## config.mk

```make
export PLATFORM = sky130hd
export DESIGN_NAME = bounded_list_push_pop_remove_at_core
export DESIGN_NICKNAME = d
export VERILOG_FILES = /design/src/rtl/core/blpr_pkg.sv /design/src/rtl/core/blpr_ctrl.sv /design/src/rtl/core/blpr_cell.sv /design/src/rtl/core/bounded_list_push_pop_remove_at_core.sv
export SDC_FILE = /design/constraint.sdc
export NUM_CORES = 2
export LEC_CHECK = 0
export BUFFER_PORTS_ARGS = -buffer_cell sky130_fd_sc_hd__buf_4
export CAP_MARGIN = 40
export CORE_MARGIN = 8
export CORE_UTILIZATION = 63
export CTS_CLUSTER_SIZE = 10
export DETAILED_ROUTE_END_ITERATION = 8
export PLACE_DENSITY_LB_ADDON = 0.25
export SYNTH_ARGS = -nofsm -noshare
export SYNTH_HDL_FRONTEND = slang
export SYNTH_SLANG_ARGS = --single-unit
```

## constraint.sdc

```tcl
create_clock -name clk -period 5.4 [get_ports clk]
set_clock_uncertainty 0.1 [all_clocks]
set_input_delay 0.81 -clock clk [delete_from_list [all_inputs] [get_ports clk]]
set_output_delay 0.81 -clock clk [all_outputs]
set_load 0.01 [all_outputs]
```

## src/rtl/core/blpr_pkg.sv

```systemverilog
package blpr_pkg;

  // fixed field widths of the stream payload
  localparam int unsigned ACTION_W = 2;
  localparam int unsigned INDEX_W  = 4;
  localparam int unsigned VALUE_W  = 32;
  localparam int unsigned RDATA_W  = 32;
  localparam int unsigned STATUS_W = 2;
  localparam int unsigned LENGTH_W = 5;

  // packed stream widths, rounded up to whole bytes
  localparam int unsigned IN_TDATA_W  = 40;
  localparam int unsigned OUT_TDATA_W = 40;

  // default sizing
  localparam int unsigned DEF_CAPACITY      = 16;
  localparam int unsigned DEF_ELEMENT_WIDTH = 32;

  typedef enum logic [ACTION_W-1:0] {
    ACT_PUSH   = 2'd0,
    ACT_POP    = 2'd1,
    ACT_REMOVE = 2'd2
  } act_t;

  typedef enum logic [STATUS_W-1:0] {
    ST_OK    = 2'd0,
    ST_EMPTY = 2'd1,
    ST_RANGE = 2'd2,
    ST_FULL  = 2'd3
  } status_t;

  // decoded operation, handed from the control decode to every cell
  typedef struct packed {
    logic    push_ok;
    logic    pop_ok;
    logic    rem_ok;
    status_t status;
  } op_t;

endpackage

```

## src/rtl/core/blpr_ctrl.sv

```systemverilog
module blpr_ctrl #(
  parameter int unsigned CAPACITY = blpr_pkg::DEF_CAPACITY,
  parameter int unsigned CMPW     = 5
) (
  input  logic                    accept,
  input  logic [blpr_pkg::ACTION_W-1:0] action,
  input  logic [CMPW-1:0]         pos,
  input  logic [CMPW-1:0]         count,
  output blpr_pkg::op_t           op
);

  logic is_empty;
  logic is_full;

  assign is_empty = (count == '0);
  assign is_full  = (count >= CMPW'(CAPACITY));

  always_comb begin
    op = '{push_ok: 1'b0, pop_ok: 1'b0, rem_ok: 1'b0, status: blpr_pkg::ST_OK};
    unique case (blpr_pkg::act_t'(action))
      blpr_pkg::ACT_PUSH: begin
        if (is_full) begin
          op.status = blpr_pkg::ST_FULL;
        end else begin
          op.push_ok = accept;
        end
      end
      blpr_pkg::ACT_POP: begin
        if (is_empty) begin
          op.status = blpr_pkg::ST_EMPTY;
        end else begin
          op.pop_ok = accept;
        end
      end
      blpr_pkg::ACT_REMOVE: begin
        // empty is reported ahead of a bad index
        priority if (is_empty) begin
          op.status = blpr_pkg::ST_EMPTY;
        end else if (pos >= count) begin
          op.status = blpr_pkg::ST_RANGE;
        end else begin
          op.rem_ok = accept;
        end
      end
      default: begin
        // unused code: no change, ok status
        op.status = blpr_pkg::ST_OK;
      end
    endcase
  end

endmodule

```

## src/rtl/core/blpr_cell.sv

```systemverilog
module blpr_cell #(
  parameter int unsigned IDX           = 0,
  parameter int unsigned CMPW          = 5,
  parameter int unsigned ELEMENT_WIDTH = blpr_pkg::DEF_ELEMENT_WIDTH
) (
  input  logic                     clk,
  input  logic                     rst_n,
  input  blpr_pkg::op_t            op,
  input  logic [CMPW-1:0]          count,
  input  logic [CMPW-1:0]          pos,
  input  logic [ELEMENT_WIDTH-1:0] push_data,
  input  logic [ELEMENT_WIDTH-1:0] nbr_data,
  output logic [ELEMENT_WIDTH-1:0] data_q
);

  localparam logic [CMPW-1:0] MY_IDX = CMPW'(IDX);

  logic [ELEMENT_WIDTH-1:0] data_r;
  logic [ELEMENT_WIDTH-1:0] data_nxt;
  logic [CMPW-1:0]          last;

  assign last = count - CMPW'(1);

  always_comb begin
    data_nxt = data_r;
    priority if (op.push_ok && (MY_IDX == count)) begin
      data_nxt = push_data;
    end else if ((op.pop_ok || op.rem_ok) && (MY_IDX == last)) begin
      data_nxt = '0;
    end else if (op.rem_ok && (MY_IDX >= pos) && (MY_IDX < last)) begin
      data_nxt = nbr_data;
    end else begin
      data_nxt = data_r;
    end
  end

  always_ff @(posedge clk) begin
    if (!rst_n) begin
      data_r <= '0;
    end else begin
      data_r <= data_nxt;
    end
  end

  assign data_q = data_r;

endmodule

```

## src/rtl/core/bounded_list_push_pop_remove_at_core.sv

```systemverilog
// bounded list with push, pop and remove-at
//
// input channel in_*: one transaction is one operation (push, pop, remove-at).
// output channel out_*: exactly one result transaction per input transaction,
// carrying the removed element (zero if none), a status code and the list
// length after the operation. status: ok, empty, index out of range, full.
// a failed operation leaves the list untouched.
//
// the list lives in a row of CAPACITY cells, one element per cell; a
// remove-at shifts every later cell one place toward the front together,
// each cell loading from its upper neighbor.
// the result is registered and valid in the cycle after acceptance.
// throughput: one transaction per cycle while out_tready stays high; the
// single output register sets this figure.
// stall: with a result pending and out_tready low, in_tready drops and
// nothing is lost; the result holds until taken.
// reset: synchronous, active low; all cells clear to zero, length zero,
// no result pending.
module bounded_list_push_pop_remove_at_core #(
  parameter int unsigned CAPACITY      = blpr_pkg::DEF_CAPACITY,
  parameter int unsigned ELEMENT_WIDTH = blpr_pkg::DEF_ELEMENT_WIDTH
) (
  input  logic                               clk,
  input  logic                               rst_n,
  input  logic                               in_tvalid,
  output logic                               in_tready,
  // [1:0] action, [5:2] index, [37:6] value, [39:38] zero
  input  logic [blpr_pkg::IN_TDATA_W-1:0]    in_tdata,
  output logic                               out_tvalid,
  input  logic                               out_tready,
  // [31:0] read_data, [33:32] status, [38:34] length, [39] zero
  output logic [blpr_pkg::OUT_TDATA_W-1:0]   out_tdata
);

  // count register width and a common compare width for index and length
  localparam int unsigned CW   = $clog2(CAPACITY + 1);
  localparam int unsigned AW   = $clog2(CAPACITY);
  localparam int unsigned CMPW = (CW > blpr_pkg::LENGTH_W) ? CW : blpr_pkg::LENGTH_W;
  // common width for value in and element out
  localparam int unsigned XW   = (ELEMENT_WIDTH > blpr_pkg::VALUE_W) ?
                                 ELEMENT_WIDTH : blpr_pkg::VALUE_W;

  // input fields
  logic [blpr_pkg::ACTION_W-1:0] in_action;
  logic [blpr_pkg::INDEX_W-1:0]  in_index;
  logic [blpr_pkg::VALUE_W-1:0]  in_value;

  assign in_action = in_tdata[1:0];
  assign in_index  = in_tdata[5:2];
  assign in_value  = in_tdata[37:6];

  logic accept;
  assign accept = in_tvalid && in_tready;

  // list length
  logic [CW-1:0]   count_r;
  logic [CW-1:0]   count_nxt;
  logic [CMPW-1:0] count_x;
  logic [CMPW-1:0] pos_x;

  assign count_x = CMPW'(count_r);
  assign pos_x   = CMPW'(in_index);

  blpr_pkg::op_t op;

  blpr_ctrl #(
    .CAPACITY (CAPACITY),
    .CMPW     (CMPW)
  ) u_ctrl (
    .accept (accept),
    .action (in_action),
    .pos    (pos_x),
    .count  (count_x),
    .op     (op)
  );

  // push value zero-extended or trimmed to the element width
  logic [XW-1:0]            value_x;
  logic [ELEMENT_WIDTH-1:0] push_elem;

  assign value_x   = XW'(in_value);
  assign push_elem = value_x[ELEMENT_WIDTH-1:0];

  // cell row; the last cell shifts in zero
  logic [ELEMENT_WIDTH-1:0] cell_q [CAPACITY];
  logic [ELEMENT_WIDTH-1:0] cell_nbr [CAPACITY];

  for (genvar g = 0; g < CAPACITY; g++) begin : g_cell
    if (g == CAPACITY - 1) begin : g_tail
      assign cell_nbr[g] = '0;
    end else begin : g_link
      assign cell_nbr[g] = cell_q[g+1];
    end

    blpr_cell #(
      .IDX           (g),
      .CMPW          (CMPW),
      .ELEMENT_WIDTH (ELEMENT_WIDTH)
    ) u_cell (
      .clk       (clk),
      .rst_n     (rst_n),
      .op        (op),
      .count     (count_x),
      .pos       (pos_x),
      .push_data (push_elem),
      .nbr_data  (cell_nbr[g]),
      .data_q    (cell_q[g])
    );
  end

  // one read port: pop reads the tail, remove-at reads the index
  logic [CMPW-1:0]          rd_sel;
  logic [AW-1:0]            rd_addr;
  logic [ELEMENT_WIDTH-1:0] rd_elem;
  logic [XW-1:0]            rd_x;
  logic [blpr_pkg::RDATA_W-1:0] rd_data;

  assign rd_sel  = op.pop_ok ? (count_x - CMPW'(1)) : pos_x;
  assign rd_addr = rd_sel[AW-1:0];
  assign rd_elem = cell_q[rd_addr];
  assign rd_x    = XW'(rd_elem);
  assign rd_data = (op.pop_ok || op.rem_ok) ? rd_x[blpr_pkg::RDATA_W-1:0] : '0;

  always_comb begin
    count_nxt = count_r;
    priority if (op.push_ok) begin
      count_nxt = count_r + CW'(1);
    end else if (op.pop_ok || op.rem_ok) begin
      count_nxt = count_r - CW'(1);
    end else begin
      count_nxt = count_r;
    end
  end

  // result register
  logic                          out_valid_r;
  logic                          out_valid_nxt;
  logic [blpr_pkg::RDATA_W-1:0]  out_rdata_r;
  blpr_pkg::status_t             out_status_r;
  logic [blpr_pkg::LENGTH_W-1:0] out_length_r;
  logic [CMPW-1:0]               len_x;

  assign len_x         = CMPW'(count_nxt);
  assign in_tready     = !out_valid_r || out_tready;
  assign out_valid_nxt = accept || (out_valid_r && !out_tready);

  always_ff @(posedge clk) begin
    if (!rst_n) begin
      count_r     <= '0;
      out_valid_r <= 1'b0;
    end else begin
      count_r     <= count_nxt;
      out_valid_r <= out_valid_nxt;
    end
  end

  always_ff @(posedge clk) begin
    if (accept) begin
      out_rdata_r  <= rd_data;
      out_status_r <= op.status;
      out_length_r <= len_x[blpr_pkg::LENGTH_W-1:0];
    end
  end

  assign out_tvalid = out_valid_r;
  assign out_tdata  = {1'b0, out_length_r, out_status_r, out_rdata_r};

  // length never passes capacity
  a_count_bound: assert property (@(posedge clk) disable iff (!rst_n)
    count_x <= CMPW'(CAPACITY))
    else $error("list length above capacity");

  // failed or unused operations leave the length alone
  a_err_hold: assert property (@(posedge clk) disable iff (!rst_n)
    (accept && !op.push_ok && !op.pop_ok && !op.rem_ok) |=> $stable(count_r))
    else $error("length changed on a failed operation");

  // a successful push grows the list by one
  a_push_grow: assert property (@(posedge clk) disable iff (!rst_n)
    (accept && op.push_ok) |=> (count_r == $past(count_r) + CW'(1)))
    else $error("push did not grow the list");

  // every accepted operation leaves a result pending
  a_result_pending: assert property (@(posedge clk) disable iff (!rst_n)
    accept |=> out_valid_r)
    else $error("accepted transaction produced no result");

endmodule
```

# == After elaboration in Yosys (flattened, before gate mapping) ==
# Cells that the tools add are included.
# classes
add_sub_neg,2
n_lt_le_gt_ge,35
n_eq_ne,32
mux,66
bitwise,1
reduce_logical,90
# op_table
operator,n
$mux 32,50
$bmux 32 s4,1
$eq 4x5->1 const A,16
$logic_and 1x1->1,66
$reduce_bool 3->1,16
$eq 3x5->1 const A,8
$lt 4x5->1 const A,8
$ge 4x4->1 const A,8
$eq 2x5->1 const A,4
$lt 3x5->1 const A,4
$ge 3x4->1 const A,4
$eq 1x5->1 const A,2
$ge 5x5->1 const B,2
$logic_not 5->1,2
$lt 1x5->1 const A,2
$lt 2x5->1 const A,2
$mux 5,2
$ge 1x4->1 const A,2
$ge 2x4->1 const A,2
$mux 1,8
$mux 2,3
$pmux 2 s3,1
$add 5x1->5 const B,1
$ge 4x5->1,1
8 further kinds,11
# totals
reg_bits,557
in_bits,44
output_inout_bits,42
wordCells,247

# == Longest topological paths before layout ==
# logic_depth
word_depth,11
ltp_mapped,14
mapped_depth_nobuf,9

# == Hierarchy ==
# Synthesis repeated with hierarchy kept, for this count alone.
# unflattened
cells_unflattened,4603
hier_area_um2,39484.1
# modules_own_cells
mod,n_inst,cells_each,area_per_inst_um2
bounded_list_push_pop_remove_at_core,1,1487,9880.7
blpr_cell at g_cell[10].u_cell,1,218,2115.8
blpr_cell at g_cell[5].u_cell,1,202,2031.9
blpr_cell at g_cell[14].u_cell,1,204,1984.4
blpr_cell at g_cell[13].u_cell,1,214,1925.6
blpr_cell at g_cell[8].u_cell,1,236,1904.3
blpr_cell at g_cell[12].u_cell,1,235,1895.6
blpr_cell at g_cell[6].u_cell,1,206,1890.6
blpr_cell at g_cell[4].u_cell,1,176,1866.8
blpr_cell at g_cell[1].u_cell,1,205,1853.0
blpr_cell at g_cell[9].u_cell,1,169,1816.7
blpr_cell at g_cell[11].u_cell,1,166,1778.0
blpr_cell at g_cell[0].u_cell,1,169,1756.7
blpr_cell at g_cell[2].u_cell,1,167,1715.4
4 more rows,-,-,-

# == Least setup slack after synthesis ==
# Ideal clock, no wire load.
# synth_timing
path_type,input to register
startpoint,input in_tdata[2] (netlist bit)
endpoint,register g_cell[5].u_cell.data_r[10]
setup_time_ns,0.119
arrival_ns,3.057
setup_slack_ns,2.124
cell_stages,11
path_buffers,3
path_cell_list,inv_1 -> ha_1 -> o21ai_0 -> a211o_1 -> clkbuf_1 -> nand3_1 -> or3_1 -> clkbuf_1 -> buf_2 -> o21a_1 -> o221a_2
# synth_between
elab_chain_len,8
# synth_rtl
element,line,rtl
start: declaration,bounded_list_push_pop_remove_at_core.sv:28,"input logic [blpr_pkg::IN_TDATA_W-1:0] in_tdata,"
$ge 4x5->1,blpr_ctrl.sv:39,end else if (pos >= count) begin
$mux 1,blpr_ctrl.sv:39,
$mux 1,blpr_ctrl.sv:37,priority if (is_empty) begin
$mux 1,blpr_ctrl.sv:20,unique case (blpr_pkg::act_t'(action))
$logic_or 1x1->1,blpr_cell.sv:28,end else if ((op.pop_ok || op.rem_ok) && (MY_IDX == last)) begin
$logic_and 1x1->1,blpr_cell.sv:28,
$mux 32,blpr_cell.sv:28,
$mux 32,blpr_cell.sv:26,priority if (op.push_ok && (MY_IDX == count)) begin
end signal: assignment,blpr_cell.sv:41,data_r <= data_nxt;
end: declaration,blpr_cell.sv:18,logic [ELEMENT_WIDTH-1:0] data_r;
# Several ways; a longest one is shown, not always the timed one.
# A chain may end at the register's enable or synchronous reset.

# == Worst setup path in the final report ==
# layout_timing
startpoint,register count_r[0]
endpoint,register out_rdata_r[4] (netlist bit) (data pin)
# layout_between
elab_chain_len,8
# layout_rtl
element,line,rtl
start: declaration,bounded_list_push_pop_remove_at_core.sv:56,logic [CW-1:0] count_r;
start signal: assignment,bounded_list_push_pop_remove_at_core.sv:152,count_r <= count_nxt;
"parallel branches: the longest is 8 deep, another holds $sub 5x1->5",-,
end signal: assignment,bounded_list_push_pop_remove_at_core.sv:159,out_rdata_r <= rd_data;
end: declaration,bounded_list_push_pop_remove_at_core.sv:138,logic [blpr_pkg::RDATA_W-1:0] out_rdata_r;
# Parallel ways; which one is timed is not known. The select of a mux whose other input is x is not followed.

==> metrics.txt <==
Distinct cells, synth 77; hold-critical path depth 2; router iterations before antenna repair 6; slowest CP cell mux2i_4; Leakage Power around 13 nW; H-tree depth 3; Pins Over Slew Limit 0; top cell type's share of synthesized area 34.9%; Critical Path AT between 4 and 5 ns; die height 233 um; area grow syn2layout 10.3%; RSZ-0062 raised after global routing no; CTS root buf clkbuf_16; Synth Warn # 0; floorplan row count between 70 and 80; detailed placement HPWL 67600 um; Mean Syn Cell Area 7.74 um^2; Synth Instances between 3000 and 4000; vias in the first global route about 30000; WL per Instance 26.5 um; io pins 86; Syn Nets 3898; final hold vios 0; Initial Util between 60% and 70%; CTS Buffer Depth 3; GRT Total Usage 40.9%; clk_lat worst skew approximately 0.61 ns; flop-to-flop setup slack approximately 0.7 ns; number of CTS-inserted buffers between 60 and 70; worst r2r src count_r[0]$_SDFF_PN0_; Synth Register Bits 557; global-route wire length before repair 175000 um; CTS tree yes; asr flop ratio synth 0%; core area 0.0466 mm^2; IO Port Bufs 82; CP max stage delay between 0.8 and 0.9 ns; Seq/Total Area, Yosys approximately 39%; R2R depth 10; vias per std cell approximately 7; crit path capture type flop; total power 10.6 mW; Resized Gates After CTS 0; commonest cells after routing, fill and taps aside nand2_1 (718), dfxtp_1 (518), nor2_1 (433); clk sinks roughly 560; DR vias around 31000; most common cell after layout, fill and taps aside nand2_1; Startpoint Class flop; Final min period ~4.7 ns; max_slew headroom 28.9%; Detailed Route WL ~120000 um; CP Max Fanout 16; HP Start g_cell[13].u_cell.data_q[14]$_SDFFE_PN0P_; Least-Margin Pin Slew 1.06 ns; Routed Antenna Nets 0; Area contributors post-synth dfxtp_1 (35%), nand2_1 (9.1%), nor2_1 (5.6%); max frequency 214 MHz; fin crit share 86.6%; Worst EP required 5.63 ns; Horiz. Die Dim 233 um; pin count of the biggest net entering global routing 194; predominant post-synthesis flop cell dfxtp_1; initial antenna violation count 5; share of cells above drive strength 1 between 10% and 20%; Hold Buf Count CTS 0; nets 3788; clk slew on worst S/H paths 0.06 ns; Max VDD drop 0.000312 V; FF-to-FF End out_rdata_r[4]$_SDFFCE_PN0P_; Pwr Density 322 mW/mm^2; max_cap viols 0; Final setup viols 0; kind of critical path reg -> reg; cells along the critical path inv_1 -> ha_1 -> nor4b_2 -> or4_1 -> mux2i_4 -> buf_4 -> a21oi_1 -> a22oi_1 -> nand4_1 -> o21ai_0; GRT overflow 0; status finished, final reports clean; hold endpoint g_cell[13].u_cell.data_q[14]$_SDFFE_PN0P_; DR DRC count 0; Yosys top cell by area dfxtp_1; Post-CTS Setup Bufs 0; Initial DRC Count 5658; worst hold-check path type reg -> reg; Cell Area, Synth 0.0297 mm^2; setup_tns 0 ns; GP Congestion about 1; die area 0.0544 mm^2; EDFF count, synth 39
## cells by family after synthesis
family	Yosys count	synth area share (%)
fa+ha+maj	11	0.463
xor+xnor	6	0.177
flops	557	38.8
mux	140	4.98
compound gates	1141	27.7
buf+inv	459	6.31
simple gates	1528	21.5
other cells	1	0.0126
## state kept, by name (all words and copies together), names as in the netlist
| register | flops |
|---|---|
| g_cell.u_cell.data_q | 512 |
| out_tvalid | 1 |
| out_status_r | 2 |
| out_length_r | 5 |
| out_rdata_r | 32 |
| count_r | 5 |
## critical path, delay by kind of cell, from the launching register on
kind / cells / cell delay (ns)
AO/OA/AOI/OAI: 3 / 0.63
adder cells (fa/ha/maj): 1 / 0.30
buffers and inverters: 2 / 0.66
flip-flops: 1 / 0.31
multiplexers: 1 / 0.85
AND/OR/NAND/NOR: 3 / 1.53
## area by class of cell
class	instances	area [um^2]
Fill cell	3753	13800
Antenna cell	3	7.51
Clock buffer	89	1790
Multi-Input combinational cell	2827	16600
Tap cell	607	759
Clock inverter	3	30.0
Inverter	78	293
Sequential cell	557	11500
Timing Repair Buffer	203	1780
## per-layer routing
metal / GRT usage [%] / wire (um) / up-vias
li1: - / - / 13500
met1: 51.4 / 41900 / 14600
met2: 60.4 / 48100 / 2703
met3: 13.2 / 17900 / 727
met4: 25.6 / 7730 / 0
met5: 0 / 0 / -
## power breakdown
part	total, mW	switching, mW	internal, mW
Combinational	2.03	1.37	0.655
Sequential	4.51	0.155	4.35
Clock	4.03	1.74	2.29
Total	10.6	3.27	7.30
## stage by stage
stage               util (%)  hold slack, ns  instances  instance area (um^2)  worst slack (ns)
CTS                     70.4           0.376       4364                 32800             0.924
floorplan                  -           0.344       3843                 29700              2.12
finish                  70.4           0.378       4367                 32800             0.721
global route            70.4           0.389       4367                 32800             0.595
global placement        66.0           0.355       4263                 30700             0.957
detailed placement      66.5           0.364       4272                 30900             0.944
## synth_stat cells, drive strengths merged, types with 11 or more instances
cell type,number
edfxtp,39
a31oi,12
a21o,36
mux2i,108
a2bb2oi,34
ha,11
a21oi,198
nand3,128
nor3,106
buf,102
o22ai,18
nand4,50
a2111oi,65
a211oi,81
clkbuf,279
o21ai,255
inv,76
dfxtp,518
a32oi,38
o211a,97
nand2,721
a22oi,44
o221a,64
and2,42
mux2,32
o31ai,99
o211ai,23
nor2,447
o21a,44
## worst max-delay path by stage
stage                                     start                                       end  slack [ns]  depth (start not counted)
final                     count_r[0]$_SDFF_PN0_              out_rdata_r[4]$_SDFFCE_PN0P_        0.72                         10
after global routing      count_r[1]$_SDFF_PN0_              out_rdata_r[4]$_SDFFCE_PN0P_        0.59                         10
after detailed placement  count_r[1]$_SDFF_PN0_              out_rdata_r[4]$_SDFFCE_PN0P_        0.94                         10
after floorplan                     in_tdata[2]  g_cell[5].u_cell.data_q[10]$_SDFFE_PN0P_        2.12                         11
after global placement    count_r[1]$_SDFF_PN0_              out_rdata_r[4]$_SDFFCE_PN0P_        0.96                         10
after CTS                 count_r[0]$_SDFF_PN0_              out_rdata_r[4]$_SDFFCE_PN0P_        0.92                         10
No activity file was read; power rests on OpenSTA's default activity.
